File: config.mk
export PLATFORM = sky130hd
export DESIGN_NAME = chrs_ctrl
export DESIGN_NICKNAME = d
export VERILOG_FILES = /design/src/sv/chrs_pkg.sv /design/src/sv/chrs_ctrl.sv
export SDC_FILE = /design/constraint.sdc
export NUM_CORES = 1
export LEC_CHECK = 0
export ABC_CLOCK_PERIOD_IN_PS = 2200
export BUFFER_PORTS_ARGS = -buffer_cell sky130_fd_sc_hd__clkbuf_2
export CAP_MARGIN = 15
export CORE_ASPECT_RATIO = 0.8
export CORE_MARGIN = 5
export CORE_UTILIZATION = 35
export CTS_CLUSTER_DIAMETER = 60
export CTS_CLUSTER_SIZE = 30
export DETAILED_ROUTE_END_ITERATION = 8
export PLACE_DENSITY = 0.67
export SYNTH_ARGS = -nofsm -noshare
export SYNTH_HDL_FRONTEND = slang
export SYNTH_SLANG_ARGS = --single-unit
File: constraint.sdc
create_clock -name clk -period 2.2 [get_ports clk]
set_input_delay 0.22 -clock clk [delete_from_list [all_inputs] [get_ports clk]]
set_output_delay 0.22 -clock clk [all_outputs]
set_load 0.005 [all_outputs]
File: src/sv/chrs_pkg.sv
package chrs_pkg;

  localparam int RING_ENTRIES = 64;
  localparam int IDX_W = $clog2(RING_ENTRIES);
  localparam int CNT_W = (IDX_W + 1 > 3) ? IDX_W + 1 : 3;
  localparam int HASH_STEPS = 8;

  localparam logic [63:0] FNV_BASIS = 64'hCBF29CE484222325;
  // prime 0x100000001b3 splits into a 9-bit low part and a shift by 40
  localparam logic [63:0] FNV_PRIME_LO = 64'h00000000000001B3;
  localparam int FNV_PRIME_SHIFT = 40;

  localparam logic [1:0] CMD_LOOKUP_KEY = 2'd0;
  localparam logic [1:0] CMD_LOOKUP_ID  = 2'd1;
  localparam logic [1:0] CMD_ADD        = 2'd2;
  localparam logic [1:0] CMD_ERASE      = 2'd3;

  localparam logic [1:0] ST_OK    = 2'd0;
  localparam logic [1:0] ST_EMPTY = 2'd1;
  localparam logic [1:0] ST_FULL  = 2'd2;

  typedef struct packed {
    logic [1:0]  cmd;
    logic [15:0] server_id;
    logic [63:0] key_hash;
  } in_item_t;

  typedef struct packed {
    logic [15:0] selected_server;
    logic [1:0]  status;
  } out_item_t;

  typedef struct packed {
    logic             load;
    logic             hash_en;
    logic             hash_hi;
    logic             rd_en;
    logic [IDX_W-1:0] rd_idx;
    logic             finish;
  } dp_cmd_t;

  typedef struct packed {
    logic out_valid;
  } dp_stat_t;

  typedef struct packed {
    logic [63:0] position;
    logic [15:0] server;
  } entry_t;

endpackage

File: src/sv/chrs_ctrl.sv
module chrs_ctrl import chrs_pkg::*; (
  input  logic     clk,
  input  logic     rst_n,
  input  logic     in_valid,
  output logic     in_ready,
  input  logic     out_ready,
  input  dp_stat_t stat,
  output dp_cmd_t  cmd
);

  localparam logic [1:0] S_IDLE = 2'd0;
  localparam logic [1:0] S_HASH = 2'd1;
  localparam logic [1:0] S_SCAN = 2'd2;
  localparam logic [1:0] S_DONE = 2'd3;

  logic [1:0]       state_r, state_nxt;
  logic [CNT_W-1:0] cnt_r, cnt_nxt;

  always_comb begin
    state_nxt = state_r;
    cnt_nxt = cnt_r;
    in_ready = 1'b0;
    cmd = '0;
    cmd.rd_idx = cnt_r[IDX_W-1:0];
    cmd.hash_hi = cnt_r[0];
    case (state_r)
      S_IDLE: begin
        in_ready = 1'b1;
        if (in_valid) begin
          cmd.load = 1'b1;
          cnt_nxt = '0;
          state_nxt = S_HASH;
        end
      end
      S_HASH: begin
        cmd.hash_en = 1'b1;
        if (cnt_r == CNT_W'(HASH_STEPS - 1)) begin
          cnt_nxt = '0;
          state_nxt = S_SCAN;
        end else begin
          cnt_nxt = cnt_r + 1'b1;
        end
      end
      S_SCAN: begin
        // read issued while below depth, compare follows in the cycle after each read
        if (cnt_r == CNT_W'(RING_ENTRIES)) begin
          state_nxt = S_DONE;
        end else begin
          cmd.rd_en = 1'b1;
          cnt_nxt = cnt_r + 1'b1;
        end
      end
      S_DONE: begin
        if (!stat.out_valid || out_ready) begin
          cmd.finish = 1'b1;
          state_nxt = S_IDLE;
        end
      end
      default: state_nxt = S_IDLE;
    endcase
  end

  always_ff @(posedge clk) begin
    if (!rst_n) begin
      state_r <= S_IDLE;
      cnt_r <= '0;
    end else begin
      state_r <= state_nxt;
      cnt_r <= cnt_nxt;
    end
  end

endmodule

==> reports/qor.yml <==
yosys:
  synth_flop_cell: "dfxtp_1"
  synth.distinct_cells: 32
  synth.cell_area_um2: 729
  ys_top_cells_by_area: "dfxtp_1 25%, ha_1 14%, buf_4 7.2%"
  yosys.area_share.xor_xnor: 0.0120
  synth_top_family_by_area: "simple AND/OR/NAND/NOR gates"
  synthMuxAreaShare: 0.0137
  yosys.area.top_type: "dfxtp_1"
  synth_edf_count: 0
  ys_seq_area_frac: 0.247
  ys_seq_elements: 9
  synth-async-reset-ratio: 0
  synth_top_area_frac: 0.247
  ys_top_cells_by_count: "10 x nand3_1, 9 x dfxtp_1, 8 x ha_1"
  synthAdderAreaFrac: 0.137
  synth_compound_area_frac: 0.194
  syn_nets: 97
  syn_avg_cell_area_um2: 8.68
  yosys.area_share.simple: 0.298
  ys_warn_count: 0
  post-synth-top-count-cell: "nand3_1"
  synth_cells: 84
die:
  start_util: 0.379
  die_h_um: 50.8
  rows: 14
  core_um2: 1930
  io_pins: 17
  die_w_um: 61.0
  die_area_um2: 3100
power:
  total_power_uw: 825
  vdd_drop_max_mv: 0.490
  power.leakage_nw: 0.340
  power_density_nw_per_um2: 1010
critical_path:
  cp_slowest_cell: "o31ai_1"
  cp_top_family: "simple AND/OR/NAND/NOR gates"
  worstPathMaxFanout: 5
  slowest_delay_ps: 460
  crit_required_ps: 2320
  cp-start-kind: "flip-flop"
  worstPathArrival_ps: 2130
  path_cells: "inv_1 > ha_1 > nor2b_1 > or2_2 > o31ai_1 > nor3_1"
  endpoint_kind: "flip-flop"
  cp_num_buf_inv: 1
  crit_type: "flip-flop to flip-flop"
grt:
  grt_pass1_wl_um: 2650
  antenna_found_initial: 0
  overflow: 0
  grt_util_all_layers: 0.115
  grt_max_degree: 11
  grt_pass1_vias: 574
cts:
  clockBufferDepth: 2
  cts_setup_buffers: 0
  cts-resized-gates: 0
  clk_pin_slew_ps: 60
  hold_buffers: 0
  htree_levels: 1
  clk_latency_ps: 260
  cts_sinks: 9
  cts-root-buf: "clkbuf_4"
  cts_tree: "yes"
  cts_buffers: 3
sta:
  hold_viol_final: 0
  max_slew.worst_pin.slew_ps: 523
  min_period_ps: 2000
  min_period_over_period: 0.911
  rsz0062_at_grt: "no"
  max-slew-margin-rel: 0.648
  fmax_ghz: 0.499
  tns_ps: 0
  drv_slew: 0
  fin_skew_ps: 1.80
  setup_violations: 0
  setup_ws_ps: 196
placement:
  port_buffers: 16
  gp_congestion: 0.754
  place_inst: 117
  placed_area_um2: 791
  dpl_worst_slack_ps: 245
  hpwl_um: 1250
cells_and_area:
  fin_area_um2: 817
  multiInputGateArea_um2: 478
  nFillCells: 209
  final_cells: 121
  nets: 111
  antenna_cells: 0
  seq_area_um2: 180
  drive_above_1_share: 0.278
  syn_to_final_growth_pct: 12.0
hold_path:
  holdCritPathClass: "input port to flip-flop"
detailed_routing:
  drc: 0
  wire_per_inst_um: 13.2
  drt-pass1-iter-count: 4
  routed_wl_um: 1600
  dr.first_iter.drc_count: 18
  vias: 643
  ant_nets: 0
  vias_per_cell: 5.31
outcome:
  outcome: "finished, final reports clean"
run:
  maxCapViolCount: 0
## per-layer routing
layer | GRT usage | share of wire | vias to the layer above
met4 | 0.0505 | 0.014 | 0
met5 | 0 | 0 | -
met1 | 0.158 | 0.47 | 295
met3 | 0.0504 | 0.073 | 2
met2 | 0.151 | 0.44 | 22
li1 | - | - | 324
## placed cells by master (no fill, tap or decap)
cell type | netlist | layout
nor4b_1 | 1 | 1
o21a_1 | 2 | 2
inv_1 | 4 | 4
buf_4 | 7 | 1
and2_1 | 1 | 1
o221a_2 | 1 | 1
or3_1 | 1 | 1
and3b_1 | 1 | 1
o311a_2 | 1 | 1
a31oi_1 | 1 | 1
nand3b_1 | 3 | 3
clkbuf_2 | 0 | 16
o21ai_0 | 1 | 1
nand3_1 | 10 | 10
nand2_1 | 5 | 5
clkbuf_4 | 0 | 3
nor2_1 | 2 | 2
ha_1 | 8 | 8
a21boi_0 | 2 | 2
nand4b_1 | 2 | 2
a2111oi_4 | 1 | 1
o31ai_1 | 1 | 1
nor2b_1 | 5 | 5
a21oi_1 | 2 | 2
dfxtp_1 | 9 | 9
o211ai_1 | 1 | 1
nand2b_1 | 2 | 2
xnor2_1 | 1 | 1
mux2i_1 | 1 | 1
a211o_2 | 1 | 1
clkbuf_1 | 0 | 1
or2_2 | 2 | 2
nor3_1 | 3 | 3
a311oi_2 | 1 | 1
## final timing paths
check / from / end / slack, ps / cells after the start
setup reg to reg: state_r[0] / cnt_r[4] / 200 / 6
setup / recovery: state_r[0] / cnt_r[4] / 200 / 6
hold reg to reg: state_r[1] / state_r[1] / 530 / 2
hold / removal: rst_n / state_r[0] / 310 / 2
## through the flow
stage	util	hold slack [ps]
2_1_floorplan	-	483
3_3_place_gp	0.410	504
3_5_place_dp	0.410	529
4_1_cts	0.424	298
5_1_grt	0.424	307
6_report	0.424	306
## logic make-up (layout without fill, tap and decap cells)
kind of cell,count (synthesis),after routing
AO/OA/AOI/OAI,15,15
adder cells (fa/ha/maj),8,8
multiplexers,1,1
flip-flops,9,9
buffers and inverters,12,25
AND/OR/NAND/NOR,38,38
XOR/XNOR,1,1
## state kept, by name, summed over array words and instances, names as in the netlist
signal / count
state_r: 2
cnt_r: 7
## where the power goes
part	internal (mW)	switching (mW)
Combinational	0.225	0.252
Sequential	0.188	0.0334
Clock	0.0698	0.0562
## cell type report
| class | instances | area share |
|---|---|---|
| inverter | 4 | 0.0184 |
| multi-input combinational | 63 | 0.585 |
| clock buffer | 4 | 0.0322 |
| tap | 24 | 0.0368 |
| sequential | 9 | 0.221 |
| timing repair buffer | 17 | 0.107 |
## worst register-to-register path, delay by kind of cell, from the launching register on
family	cells	cell delay, ps
simple gates	3	660
compound gates	1	460
flops	1	410
fa+ha+maj	1	230
buf+inv	1	110
Note: power is estimated with default switching activity, not from simulation.
